**config.mk**
```make
export PLATFORM = sky130hd
export DESIGN_NAME = link_heartbeat_supervisor_flat
export DESIGN_NICKNAME = d
export VERILOG_FILES = /design/src/hdl/lhs_pkg.sv /design/src/hdl/lhs_if.sv /design/src/hdl/lhs_front.sv /design/src/hdl/lhs_exec.sv /design/src/hdl/lhs_emit.sv /design/src/hdl/link_heartbeat_supervisor.sv /design/src/flat_wrapper.sv
export SDC_FILE = /design/constraint.sdc
export NUM_CORES = 1
export LEC_CHECK = 0
export ABC_AREA = 1
export BUFFER_PORTS_ARGS = -buffer_cell sky130_fd_sc_hd__buf_2
export CAP_MARGIN = 40
export CORE_ASPECT_RATIO = 1.5
export CORE_UTILIZATION = 30
export DETAILED_ROUTE_END_ITERATION = 6
export PLACE_DENSITY_LB_ADDON = 0.05
export SYNTH_ARGS = -nofsm -noshare
export SYNTH_HDL_FRONTEND = slang
export SYNTH_HIERARCHICAL = 1
export SYNTH_SLANG_ARGS = --single-unit
```
**constraint.sdc**
```tcl
create_clock -name clk -period 7.5 [get_ports clk]
set_input_delay 0.75 -clock clk [delete_from_list [all_inputs] [get_ports clk]]
set_output_delay 0.75 -clock clk [all_outputs]
set_load 0.01 [all_outputs]
```
**src/hdl/lhs_pkg.sv**
```systemverilog
package lhs_pkg;

	localparam int KIND_W = 3;
	localparam int BYTE_W = 8;
	localparam int EV_W = 3;
	localparam int LS_W = 2;
	localparam int TIME_W = 32;
	localparam int APB_AW = 5;
	localparam int APB_DW = 32;
	localparam int LHS_QDEPTH = 2;
	localparam int RES_MAX = 4;

	localparam logic [TIME_W-1:0] PING_INT_RST = 32'd5000;
	localparam logic [TIME_W-1:0] ACK_TO_RST = 32'd15000;
	localparam logic [TIME_W-1:0] RETRY_INT_RST = 32'd3000;

	// The acknowledgement text, matched one byte at a time.
	localparam logic [BYTE_W-1:0] ACK_TEXT [RES_MAX] = '{8'h50, 8'h4F, 8'h4E, 8'h47};

	typedef enum logic [KIND_W-1:0] {
		KIND_BYTE  = 3'd0,
		KIND_TICK  = 3'd1,
		KIND_CONN  = 3'd2,
		KIND_DISC  = 3'd3,
		KIND_RECON = 3'd4
	} kind_t;

	typedef enum logic [2:0] {
		REG_HB_EN     = 3'd0,
		REG_AUTO_RECON = 3'd1,
		REG_PING_INT  = 3'd2,
		REG_ACK_TO    = 3'd3,
		REG_RETRY_INT = 3'd4
	} reg_idx_t;

	typedef enum logic [2:0] {
		OP_NOP,
		OP_BYTE,
		OP_TICK,
		OP_CONN,
		OP_DISC,
		OP_RECON
	} op_t;

	typedef enum logic [EV_W-1:0] {
		EV_NONE    = 3'd0,
		EV_CONN    = 3'd1,
		EV_DISC    = 3'd2,
		EV_TIMEOUT = 3'd3,
		EV_PING    = 3'd4,
		EV_ACK     = 3'd5
	} ev_t;

	typedef enum logic [LS_W-1:0] {
		LS_DISC = 2'd0,
		LS_CONN = 2'd1,
		LS_ERR  = 2'd2
	} ls_t;

	typedef struct packed {
		logic       hit;
		logic [1:0] pos;
	} byte_cls_t;

	typedef struct packed {
		op_t       op;
		byte_cls_t cls;
	} q_entry_t;

	typedef struct packed {
		ev_t  ev;
		ls_t  ls;
		logic pend;
	} res_t;

	typedef struct packed {
		logic [1:0]           last_idx;
		res_t [RES_MAX-1:0]   r;
	} bundle_t;

	typedef struct packed {
		logic              hb_en;
		logic              auto_recon;
		logic [TIME_W-1:0] ping_int;
		logic [TIME_W-1:0] ack_to;
		logic [TIME_W-1:0] retry_int;
	} cfg_t;

endpackage

```
**src/hdl/lhs_if.sv**
```systemverilog
interface lhs_in_if import lhs_pkg::*; ();
	logic              valid;
	logic              ready;
	logic [KIND_W-1:0] kind;
	logic [BYTE_W-1:0] rx_byte;

	modport source (output valid, output kind, output rx_byte, input ready);
	modport sink (input valid, input kind, input rx_byte, output ready);
endinterface

interface lhs_out_if import lhs_pkg::*; ();
	logic            valid;
	logic            ready;
	logic [EV_W-1:0] event_res;
	logic [LS_W-1:0] link_state;
	logic            awaiting_ack;
	logic            last;

	modport source (output valid, output event_res, output link_state, output awaiting_ack,
		output last, input ready);
	modport sink (input valid, input event_res, input link_state, input awaiting_ack,
		input last, output ready);
endinterface

```
**src/hdl/lhs_front.sv**
```systemverilog
module lhs_front import lhs_pkg::*; #(
	parameter int QDEPTH = LHS_QDEPTH
) (
	input  logic          clk,
	input  logic          arst_n,
	lhs_in_if.sink        item,
	output logic          q_valid,
	output q_entry_t      q_entry,
	input  logic          q_pop
);

	localparam int PW = $clog2(QDEPTH);
	localparam int CW = $clog2(QDEPTH + 1);

	q_entry_t        mem_q [QDEPTH];
	logic [PW-1:0]   wr_ptr_q;
	logic [PW-1:0]   rd_ptr_q;
	logic [CW-1:0]   cnt_q;
	q_entry_t        cls_entry;
	logic            push;
	logic            pop;

	// Decode the kind and find which character of the ack text the byte is, if any.
	always_comb begin
		cls_entry = '0;
		unique case (kind_t'(item.kind))
			KIND_BYTE:  cls_entry.op = OP_BYTE;
			KIND_TICK:  cls_entry.op = OP_TICK;
			KIND_CONN:  cls_entry.op = OP_CONN;
			KIND_DISC:  cls_entry.op = OP_DISC;
			KIND_RECON: cls_entry.op = OP_RECON;
			default:    cls_entry.op = OP_NOP;
		endcase
		for (int i = 0; i < RES_MAX; i++) begin
			if (item.rx_byte == ACK_TEXT[i]) begin
				cls_entry.cls.hit = 1'b1;
				cls_entry.cls.pos = 2'(i);
			end
		end
	end

	assign item.ready = (cnt_q != CW'(QDEPTH));
	assign push = item.valid && item.ready;
	assign q_valid = (cnt_q != '0);
	assign pop = q_pop && q_valid;
	assign q_entry = mem_q[rd_ptr_q];

	always_ff @(posedge clk) begin
		if (push) begin
			mem_q[wr_ptr_q] <= cls_entry;
		end
	end

	always_ff @(posedge clk or negedge arst_n) begin
		if (!arst_n) begin
			wr_ptr_q <= '0;
			rd_ptr_q <= '0;
			cnt_q <= '0;
		end else begin
			if (push) begin
				wr_ptr_q <= (wr_ptr_q == PW'(QDEPTH - 1)) ? '0 : wr_ptr_q + 1'b1;
			end
			if (pop) begin
				rd_ptr_q <= (rd_ptr_q == PW'(QDEPTH - 1)) ? '0 : rd_ptr_q + 1'b1;
			end
			if (push && !pop) begin
				cnt_q <= cnt_q + 1'b1;
			end else if (pop && !push) begin
				cnt_q <= cnt_q - 1'b1;
			end
		end
	end

endmodule

```
**src/hdl/lhs_exec.sv**
```systemverilog
module lhs_exec import lhs_pkg::*; (
	input  logic     clk,
	input  logic     arst_n,
	input  cfg_t     cfg,
	input  logic     q_valid,
	input  q_entry_t q_entry,
	output logic     q_pop,
	output logic     bnd_valid,
	output bundle_t  bnd,
	input  logic     bnd_ready
);

	typedef enum logic [1:0] {
		ST_IDLE = 2'b01,
		ST_TICK = 2'b10
	} st_t;

	st_t               state_q;
	logic [TIME_W-1:0] now_q;
	logic [TIME_W-1:0] ping_sent_q;
	logic [TIME_W-1:0] ack_seen_q;
	logic [TIME_W-1:0] rx_seen_q;
	logic [TIME_W-1:0] retry_q;
	logic [TIME_W-1:0] alive_q;
	logic              pending_q;
	logic [1:0]        match_q;
	ls_t               link_q;

	logic              take;
	logic              ping_due;
	logic              tmo_due;
	logic              retry_due;
	ls_t               link_n;
	logic              pend_n;
	logic [1:0]        match_n;
	logic              sess;
	logic              ping_st;
	logic              ack_st;
	logic              rx_st;
	logic              retry_st;
	logic              ping;
	logic              mok;
	logic [2:0]        n;
	res_t [RES_MAX-1:0] r;

	// Tick work is split in two: the time advances first, then the
	// three elapsed-time checks run side by side against the new time.
	assign ping_due = (now_q - ping_sent_q) >= cfg.ping_int;
	assign tmo_due = (now_q - alive_q) >= cfg.ack_to;
	assign retry_due = (now_q - retry_q) >= cfg.retry_int;

	assign take = (state_q == ST_IDLE) && q_valid && (q_entry.op == OP_TICK || bnd_ready);
	assign q_pop = take;

	always_comb begin
		bnd_valid = 1'b0;
		unique case (state_q)
			ST_IDLE: bnd_valid = take && (q_entry.op != OP_TICK);
			ST_TICK: bnd_valid = bnd_ready;
			default: bnd_valid = 1'b0;
		endcase
	end

	always_comb begin
		n = '0;
		r = '0;
		link_n = link_q;
		pend_n = pending_q;
		match_n = match_q;
		sess = 1'b0;
		ping_st = 1'b0;
		ack_st = 1'b0;
		rx_st = 1'b0;
		retry_st = 1'b0;
		ping = 1'b0;
		mok = 1'b0;
		if (state_q == ST_TICK) begin
			ping = cfg.hb_en && (link_q == LS_CONN) && ping_due;
			if (ping) begin
				ping_st = 1'b1;
				pend_n = 1'b1;
				r[n[1:0]] = '{ev: EV_PING, ls: LS_CONN, pend: 1'b1};
				n = n + 3'd1;
			end
			if (cfg.hb_en && (link_q == LS_CONN) && pend_n && tmo_due) begin
				r[n[1:0]] = '{ev: EV_TIMEOUT, ls: LS_ERR, pend: 1'b1};
				n = n + 3'd1;
				r[n[1:0]] = '{ev: EV_DISC, ls: LS_DISC, pend: 1'b0};
				n = n + 3'd1;
				link_n = LS_DISC;
				sess = 1'b1;
			end
			if (cfg.auto_recon && (link_n != LS_CONN) && retry_due) begin
				retry_st = 1'b1;
				r[n[1:0]] = '{ev: EV_CONN, ls: LS_CONN, pend: 1'b0};
				n = n + 3'd1;
				link_n = LS_CONN;
				sess = 1'b1;
			end
		end else begin
			unique case (q_entry.op)
				OP_BYTE: begin
					rx_st = 1'b1;
					ack_st = !pending_q;
					mok = q_entry.cls.hit && (q_entry.cls.pos == match_q);
					if (mok && (match_q == 2'd3)) begin
						match_n = '0;
						pend_n = 1'b0;
						ack_st = 1'b1;
						r[n[1:0]] = '{ev: EV_ACK, ls: link_q, pend: 1'b0};
						n = n + 3'd1;
					end else if (mok) begin
						match_n = match_q + 2'd1;
					end else begin
						match_n = {1'b0, q_entry.cls.hit && (q_entry.cls.pos == 2'd0)};
					end
				end
				OP_CONN: begin
					if (link_q != LS_CONN) begin
						link_n = LS_CONN;
						sess = 1'b1;
						r[n[1:0]] = '{ev: EV_CONN, ls: LS_CONN, pend: 1'b0};
						n = n + 3'd1;
					end
				end
				OP_DISC: begin
					if (link_q != LS_DISC) begin
						link_n = LS_DISC;
						sess = 1'b1;
						r[n[1:0]] = '{ev: EV_DISC, ls: LS_DISC, pend: 1'b0};
						n = n + 3'd1;
					end
				end
				OP_RECON: begin
					if (link_q != LS_DISC) begin
						r[n[1:0]] = '{ev: EV_DISC, ls: LS_DISC, pend: 1'b0};
						n = n + 3'd1;
					end
					link_n = LS_CONN;
					sess = 1'b1;
					r[n[1:0]] = '{ev: EV_CONN, ls: LS_CONN, pend: 1'b0};
					n = n + 3'd1;
				end
				OP_TICK, OP_NOP: begin
				end
				default: begin
				end
			endcase
		end
		if (sess) begin
			ping_st = 1'b1;
			ack_st = 1'b1;
			rx_st = 1'b1;
			pend_n = 1'b0;
			match_n = '0;
		end
		if (n == '0) begin
			r[0] = '{ev: EV_NONE, ls: link_n, pend: pend_n};
			n = 3'd1;
		end
		bnd.r = r;
		bnd.last_idx = 2'(n - 3'd1);
	end

	always_ff @(posedge clk or negedge arst_n) begin
		if (!arst_n) begin
			state_q <= ST_IDLE;
			now_q <= '0;
			ping_sent_q <= '0;
			ack_seen_q <= '0;
			rx_seen_q <= '0;
			retry_q <= '0;
			alive_q <= '0;
			pending_q <= 1'b0;
			match_q <= '0;
			link_q <= LS_DISC;
		end else begin
			if (take && (q_entry.op == OP_TICK)) begin
				now_q <= now_q + 1'b1;
				alive_q <= (ack_seen_q > rx_seen_q) ? ack_seen_q : rx_seen_q;
				state_q <= ST_TICK;
			end
			if (bnd_valid) begin
				state_q <= ST_IDLE;
				link_q <= link_n;
				pending_q <= pend_n;
				match_q <= match_n;
				if (ping_st) begin
					ping_sent_q <= now_q;
				end
				if (ack_st) begin
					ack_seen_q <= now_q;
				end
				if (rx_st) begin
					rx_seen_q <= now_q;
				end
				if (retry_st) begin
					retry_q <= now_q;
				end
			end
		end
	end

endmodule

```
**src/hdl/lhs_emit.sv**
```systemverilog
module lhs_emit import lhs_pkg::*; (
	input  logic       clk,
	input  logic       arst_n,
	input  logic       bnd_valid,
	input  bundle_t    bnd,
	output logic       bnd_ready,
	lhs_out_if.source  result
);

	bundle_t    bnd_q;
	logic [1:0] idx_q;
	logic       busy_q;
	res_t       cur;
	logic       at_last;
	logic       load;

	assign cur = bnd_q.r[idx_q];
	assign at_last = (idx_q == bnd_q.last_idx);

	assign result.valid = busy_q;
	assign result.event_res = cur.ev;
	assign result.link_state = cur.ls;
	assign result.awaiting_ack = cur.pend;
	assign result.last = at_last;

	// A new bundle may enter in the same cycle as the last result of the old one leaves.
	assign bnd_ready = !busy_q || (result.ready && at_last);
	assign load = bnd_valid && bnd_ready;

	always_ff @(posedge clk) begin
		if (load) begin
			bnd_q <= bnd;
		end
	end

	always_ff @(posedge clk or negedge arst_n) begin
		if (!arst_n) begin
			busy_q <= 1'b0;
			idx_q <= '0;
		end else begin
			if (load) begin
				busy_q <= 1'b1;
				idx_q <= '0;
			end else if (busy_q && result.ready) begin
				if (at_last) begin
					busy_q <= 1'b0;
				end else begin
					idx_q <= idx_q + 2'd1;
				end
			end
		end
	end

endmodule

```
**src/hdl/link_heartbeat_supervisor.sv**
```systemverilog
// Link heartbeat supervisor. Each input transaction is a received byte, a one-millisecond
// tick, or a connect, disconnect or reconnect request, and it produces one to four result
// transactions, the final one marked by last. Bytes feed a "PONG" matcher that keeps its
// progress across transactions; ticks advance the time, request pings, detect an
// unanswered ping and retry the connection. A front end decodes each input and places it
// in a small queue (QDEPTH entries); an execution stage consumes it, and an output stage
// hands out the results one per cycle while the receiver holds ready high. A byte or a
// request is executed as it is popped and its bundle is offered in the same cycle; a tick
// passes through the tick state first (the time increment is registered before the three
// elapsed-time comparisons). The output stage takes a new bundle as the last result of the
// old one leaves, so it is the limit on throughput. There is no clearing pass after reset.
// The five configuration registers lie at byte addresses 0, 4, 8, 12 and 16 of the APB
// port and should be written only while the block is idle.
module link_heartbeat_supervisor import lhs_pkg::*; #(
	parameter int QDEPTH = LHS_QDEPTH
) (
	input  logic              clk,
	input  logic              arst_n,
	lhs_in_if.sink            item,
	lhs_out_if.source         result,
	input  logic              psel,
	input  logic              penable,
	input  logic              pwrite,
	input  logic [APB_AW-1:0] paddr,
	input  logic [APB_DW-1:0] pwdata,
	output logic [APB_DW-1:0] prdata,
	output logic              pready
);

	// Configuration registers, with their documented reset values.
	logic              hb_en_q;
	logic              auto_recon_q;
	logic [TIME_W-1:0] ping_int_q;
	logic [TIME_W-1:0] ack_to_q;
	logic [TIME_W-1:0] retry_int_q;
	cfg_t              cfg;
	logic              cfg_wr;
	reg_idx_t          reg_sel;

	// Queue and bundle handshakes between the three parts.
	logic              q_valid;
	q_entry_t          q_entry;
	logic              q_pop;
	logic              bnd_valid;
	bundle_t           bnd;
	logic              bnd_ready;

	assign pready = 1'b1;
	assign cfg_wr = psel && penable && pwrite && pready;
	assign reg_sel = reg_idx_t'(paddr[APB_AW-1:2]);

	always_ff @(posedge clk or negedge arst_n) begin
		if (!arst_n) begin
			hb_en_q <= 1'b1;
			auto_recon_q <= 1'b1;
			ping_int_q <= PING_INT_RST;
			ack_to_q <= ACK_TO_RST;
			retry_int_q <= RETRY_INT_RST;
		end else if (cfg_wr) begin
			unique case (reg_sel)
				REG_HB_EN:      hb_en_q <= pwdata[0];
				REG_AUTO_RECON: auto_recon_q <= pwdata[0];
				REG_PING_INT:   ping_int_q <= pwdata;
				REG_ACK_TO:     ack_to_q <= pwdata;
				REG_RETRY_INT:  retry_int_q <= pwdata;
				default: begin
				end
			endcase
		end
	end

	// Reads of unused addresses return zero.
	always_comb begin
		prdata = '0;
		unique case (reg_sel)
			REG_HB_EN:      prdata = {{(APB_DW-1){1'b0}}, hb_en_q};
			REG_AUTO_RECON: prdata = {{(APB_DW-1){1'b0}}, auto_recon_q};
			REG_PING_INT:   prdata = ping_int_q;
			REG_ACK_TO:     prdata = ack_to_q;
			REG_RETRY_INT:  prdata = retry_int_q;
			default:        prdata = '0;
		endcase
	end

	assign cfg.hb_en = hb_en_q;
	assign cfg.auto_recon = auto_recon_q;
	assign cfg.ping_int = ping_int_q;
	assign cfg.ack_to = ack_to_q;
	assign cfg.retry_int = retry_int_q;

	// The front end decodes the input transaction and queues it.
	lhs_front #(
		.QDEPTH(QDEPTH)
	) u_front (
		.clk(clk),
		.arst_n(arst_n),
		.item(item),
		.q_valid(q_valid),
		.q_entry(q_entry),
		.q_pop(q_pop)
	);

	// The execution stage owns all link state and builds a bundle of results per input.
	lhs_exec u_exec (
		.clk(clk),
		.arst_n(arst_n),
		.cfg(cfg),
		.q_valid(q_valid),
		.q_entry(q_entry),
		.q_pop(q_pop),
		.bnd_valid(bnd_valid),
		.bnd(bnd),
		.bnd_ready(bnd_ready)
	);

	// The output stage serialises each bundle into result transactions.
	lhs_emit u_emit (
		.clk(clk),
		.arst_n(arst_n),
		.bnd_valid(bnd_valid),
		.bnd(bnd),
		.bnd_ready(bnd_ready),
		.result(result)
	);

`ifndef SYNTHESIS
	// The execution stage only offers a bundle when the output stage can take it.
	a_bundle_taken: assert property (@(posedge clk) disable iff (!arst_n)
		bnd_valid |-> bnd_ready)
		else $error("result bundle offered while the output stage was full");

	// A tick holds the execution stage in its tick state, during which the queue is not popped.
	a_tick_two_cycles: assert property (@(posedge clk) disable iff (!arst_n)
		q_pop && (q_entry.op == OP_TICK) |=> !q_pop)
		else $error("queue popped while a tick was still being executed");

	// A heartbeat timeout is never the final result and is followed by the disconnect.
	a_timeout_then_disc: assert property (@(posedge clk) disable iff (!arst_n)
		result.valid && result.ready && (result.event_res == EV_TIMEOUT)
		|=> result.valid && (result.event_res == EV_DISC) && (result.link_state == LS_DISC))
		else $error("heartbeat timeout not followed by a disconnect result");
`endif

endmodule

```
**src/flat_wrapper.sv**
```systemverilog
// flat-port wrapper written by rule: the top's interface ports become plain ports
module link_heartbeat_supervisor_flat import lhs_pkg::*;
#(
	parameter int QDEPTH = LHS_QDEPTH
)
  (clk, arst_n, psel, penable, pwrite, paddr, pwdata, prdata, pready, item_valid, item_kind, item_rx_byte, item_ready, result_valid, result_event_res, result_link_state, result_awaiting_ack, result_last, result_ready);
  lhs_in_if item_i ();
  lhs_out_if result_i ();
  input  logic clk;
  input  logic arst_n;
  input  logic psel;
  input  logic penable;
  input  logic pwrite;
  input  logic [APB_AW-1:0] paddr;
  input  logic [APB_DW-1:0] pwdata;
  output logic [APB_DW-1:0] prdata;
  output logic pready;
  input wire logic [$bits(item_i.valid)-1:0] item_valid;
  input wire logic [$bits(item_i.kind)-1:0] item_kind;
  input wire logic [$bits(item_i.rx_byte)-1:0] item_rx_byte;
  output wire logic [$bits(item_i.ready)-1:0] item_ready;
  output wire logic [$bits(result_i.valid)-1:0] result_valid;
  output wire logic [$bits(result_i.event_res)-1:0] result_event_res;
  output wire logic [$bits(result_i.link_state)-1:0] result_link_state;
  output wire logic [$bits(result_i.awaiting_ack)-1:0] result_awaiting_ack;
  output wire logic [$bits(result_i.last)-1:0] result_last;
  input wire logic [$bits(result_i.ready)-1:0] result_ready;
  assign item_i.valid = item_valid;
  assign item_i.kind = item_kind;
  assign item_i.rx_byte = item_rx_byte;
  assign item_ready = item_i.ready;
  assign result_valid = result_i.valid;
  assign result_event_res = result_i.event_res;
  assign result_link_state = result_i.link_state;
  assign result_awaiting_ack = result_i.awaiting_ack;
  assign result_last = result_i.last;
  assign result_i.ready = result_ready;
  link_heartbeat_supervisor #(.QDEPTH(QDEPTH)) u_core (.clk(clk), .arst_n(arst_n), .item(item_i), .result(result_i), .psel(psel), .penable(penable), .pwrite(pwrite), .paddr(paddr), .pwdata(pwdata), .prdata(prdata), .pready(pready));
endmodule
```
==> flow_summary.rst <==
.. list-table::
   :header-rows: 1

   * - Metric
     - Value
   * - Number of sinks on the clock net
     - 342
   * - Placed instance area
     - 24,600 sq um
   * - CTS Hold Buffers Added
     - 0
   * - Commonest non-fill, non-tap cells in the layout
     - nand2_1, inv_1, dfrtp_1, o21ai_0, ha_1
   * - Highest-utilization routing layer at the global route stage
     - met2
   * - Summed area of non-filler cells in the final layout
     - 25,900 sq um
   * - Routability congestion estimate
     - 0.861
   * - Core Region
     - 76,200 sq um
   * - Clock-pin slew on the worst setup and hold paths
     - 0.06 ns
   * - Startpoint of the worst register-to-register path
     - u_core/u_exec/now_q[0]$_DFFE_PN0P_
   * - Post-detailed-route count of antenna-violating nets
     - 0
   * - Average wire per standard cell
     - 17.1 um
   * - Standard cell with the maximum stage delay on the critical path
     - o21ai_4
   * - Static leakage power
     - 12.9 nW
   * - Unrepaired setup endpoints after global routing
     - no
   * - Worst slew margin
     - 0.433
   * - # Max-Cap Violations
     - 0
   * - Met2 routing resource usage after global routing
     - 0.293
   * - Number of antenna violations at the first check in global routing
     - 1
   * - GR Layer Usage met1
     - 0.249
   * - EDFF count, synth
     - 38
   * - DRC violation count after routing
     - 0
   * - Post-CTS sizing
     - 0
   * - Initial drt markers
     - 985
   * - Pin count of the biggest net entering global routing
     - 78
   * - Power density over the cells
     - 184 nW/um^2
   * - Period Utilization, post-route
     - 0.798
   * - Site Rows
     - 124
   * - Via count of the first global-routing pass
     - 19,200
   * - Post-synthesis instance area
     - 23,100 sq um
   * - Initial Util
     - 0.303
   * - Fraction of registers with async set or reset after synthesis
     - 0.889
   * - Final Slew Violations
     - 0
   * - Reg2Reg Setup Slack
     - 1.51 ns
   * - H-tree levels
     - 2
   * - Cts bufs inserted
     - 40
   * - Net total in the final layout
     - 3,320
   * - Global-route usage over all layers
     - 0.179
   * - Die span in y
     - 342 um
   * - Cells after synthesis
     - 2,959
   * - Count of fill cells added during filler insertion
     - 8,137
   * - Die area
     - 78,200 sq um
   * - First-pass GRT wire length
     - 109,000 um
   * - Minimum clock period
     - 5.99 ns
   * - Area Overhead vs Synth
     - 12.0%
   * - HPWL after detailed placement
     - 52,700 um
   * - Highest achievable clock rate
     - 0.167 GHz
   * - Sequential share of the synthesized area
     - 0.380
   * - Total Wirelength
     - 69,600 um
   * - Worst endpoint required time
     - 7.99 ns
   * - Count of buffers inserted at the top-level ports
     - 93
   * - Main flop type after synthesis
     - dfrtp_1
   * - TNS Setup
     - 0 ns
   * - TritonCTS clock tree
     - yes
   * - Post-Synthesis Mean Instance Area
     - 7.81 sq um
   * - Routing usage on met3
     - 0.0221
   * - Worst reg2reg endpoint
     - u_core/u_exec/ack_seen_q[9]$_DFFE_PN0P_
   * - CP max stage delay
     - 0.53 ns
   * - Root buf cell
     - clkbuf_16
   * - Crit Path Max Fanout
     - 16
   * - Proportion of layout cells with a drive suffix above 1
     - 0.0895
   * - Final Skew
     - 0.0283 ns
   * - GRT overflow
     - 0
   * - Number of synthesized register bits
     - 342
   * - Transition time at the pin with the least slew margin
     - 0.851 ns
   * - Insertion delay to the later sink of the worst-skew pair
     - 0.58 ns
   * - Number of primary I/O pins
     - 97
   * - Data arrival time of the critical path
     - 6.47 ns
   * - Total count of hold-check failures in the final report
     - 0
   * - Chip Width
     - 229 um
   * - Element type at the critical path end
     - flip-flop
   * - Worst IR drop on VDD
     - 0.147 mV
   * - Critical setup path kind
     - flip-flop to flip-flop
   * - Most common cell after layout, fill and taps aside
     - nand2_1
   * - Number of buffers on the longest clock path
     - 3
   * - # setup viols final
     - 0
   * - Total number of vias
     - 19,300
   * - Post-CTS Setup Repair Bufs
     - 0
   * - Worst-case reg-to-reg path depth
     - 29
   * - Synth warn
     - 6
   * - Count of unique library cells instantiated by Yosys
     - 62
   * - Crit path launch type
     - flip-flop
   * - Kind of path behind the tightest hold check
     - input port to async pin
   * - Vias/cell
     - 4.75
   * - Result of the run
     - complete, no violations
   * - Post-layout util
     - 0.340
   * - Number of iterations in the first detailed-routing pass
     - 7
area by class of cell:
| class | count | area, sq um | area share |
|---|---|---|---|
| Antenna cell | 1 | 2.50 | 0.0000967 |
| Clock buffer | 60 | 1180 | 0.0455 |
| Clock inverter | 13 | 149 | 0.00575 |
| Inverter | 417 | 1570 | 0.0607 |
| Multi-Input combinational cell | 2113 | 12200 | 0.471 |
| Sequential cell | 342 | 8780 | 0.339 |
| Tap cell | 1008 | 1260 | 0.0487 |
| Timing Repair Buffer | 118 | 753 | 0.0291 |
layer usage:
layer  up-vias  wire length [um]
met1      9151             34000
li1       9796                 -
met3        77              2110
met4         0              1400
met5         -                 0
met2       313             32000
synthesized netlist by cell type (9+ instances only):
master,number,area share
buf_6,16,0.0078
clkbuf_1,25,0.0041
ha_1,230,0.12
edfxtp_1,38,0.049
xnor2_1,27,0.010
buf_4,22,0.0071
inv_1,398,0.065
nand3_1,139,0.030
nor4_1,9,0.0024
inv_2,17,0.0028
a21oi_1,190,0.041
xor2_1,99,0.038
dfrtp_1,282,0.31
nand4_1,27,0.0073
nand2_1,754,0.12
o21ai_0,262,0.057
buf_2,20,0.0043
nand2_2,20,0.0054
o21ai_1,79,0.017
dfstp_2,22,0.025
nor3_1,23,0.0050
o21a_1,9,0.0029
nor2_1,132,0.021
state kept, by name (all words and copies together), names as in the netlist, 12 cells and up:
signal	count
u_core/u_exec/rx_seen_q	32
u_core/retry_int_q	32
u_core/ping_int_q	32
u_core/u_front/mem_q	12
u_core/u_exec/ack_seen_q	32
u_core/u_exec/ping_sent_q	32
u_core/u_emit/bnd_q	26
u_core/u_exec/alive_q	32
u_core/ack_to_q	32
u_core/u_exec/retry_q	32
u_core/u_exec/now_q	32
through the flow:
stage          std cells  setup slack (ns)  power (mW)  hold slack, ns
2_1_floorplan       2966              2.88        2.50           0.449
3_3_place_gp        3993              1.13        2.75           0.461
3_5_place_dp        3998              1.35        2.78           0.465
4_1_cts             4071              1.31        4.86           0.147
5_1_grt             4072             0.864        5.02           0.154
6_report            4072              1.51        4.75           0.107
worst max-delay path by stage:
stage | start | to | slack [ns]
after floorplan | u_core/u_exec/now_q[0]$_DFFE_PN0P_ | u_core/u_emit/bnd_q[0]$_DFFE_PP_ | 2.88
after global placement | u_core/u_exec/now_q[0]$_DFFE_PN0P_ | u_core/u_exec/ack_seen_q[5]$_DFFE_PN0P_ | 1.13
after detailed placement | u_core/u_exec/now_q[0]$_DFFE_PN0P_ | u_core/u_exec/ack_seen_q[9]$_DFFE_PN0P_ | 1.35
after CTS | u_core/u_exec/now_q[0]$_DFFE_PN0P_ | u_core/u_exec/ack_seen_q[9]$_DFFE_PN0P_ | 1.31
after global routing | u_core/u_exec/now_q[0]$_DFFE_PN0P_ | u_core/u_exec/retry_q[24]$_DFFE_PN0P_ | 0.86
final | u_core/u_exec/now_q[0]$_DFFE_PN0P_ | u_core/u_exec/ack_seen_q[9]$_DFFE_PN0P_ | 1.51
kinds of logic after synthesis:
| family | share of synthesized area |
|---|---|
| adders and majority gates | 0.127 |
| other | 0.000325 |
| xor gates and xnor gates | 0.0485 |
| DFF | 0.380 |
| buffers and inverters | 0.0939 |
| and+or+nand+nor | 0.211 |
| AOI/OAI and AO/OA | 0.140 |
where the power goes:
| part | internal [mW] | leakage [nW] | switching (mW) |
|---|---|---|---|
| Sequential | 1.99 | 4.41 | 0.112 |
| Clock | 1.19 | 0.654 | 0.831 |
| Combinational | 0.208 | 7.84 | 0.417 |
| Total | 3.39 | 12.9 | 1.36 |
critical path, delay by kind of cell, from the launching register on:
kind	cells	cell delay [ns]
buffers and inverters	4	0.80
AO/OA/AOI/OAI	11	2.30
XOR/XNOR	1	0.26
AND/OR/NAND/NOR	10	1.18
flip-flops	1	0.40
adder cells (fa/ha/maj)	3	0.91
Note: power is estimated with default switching activity, not from simulation.
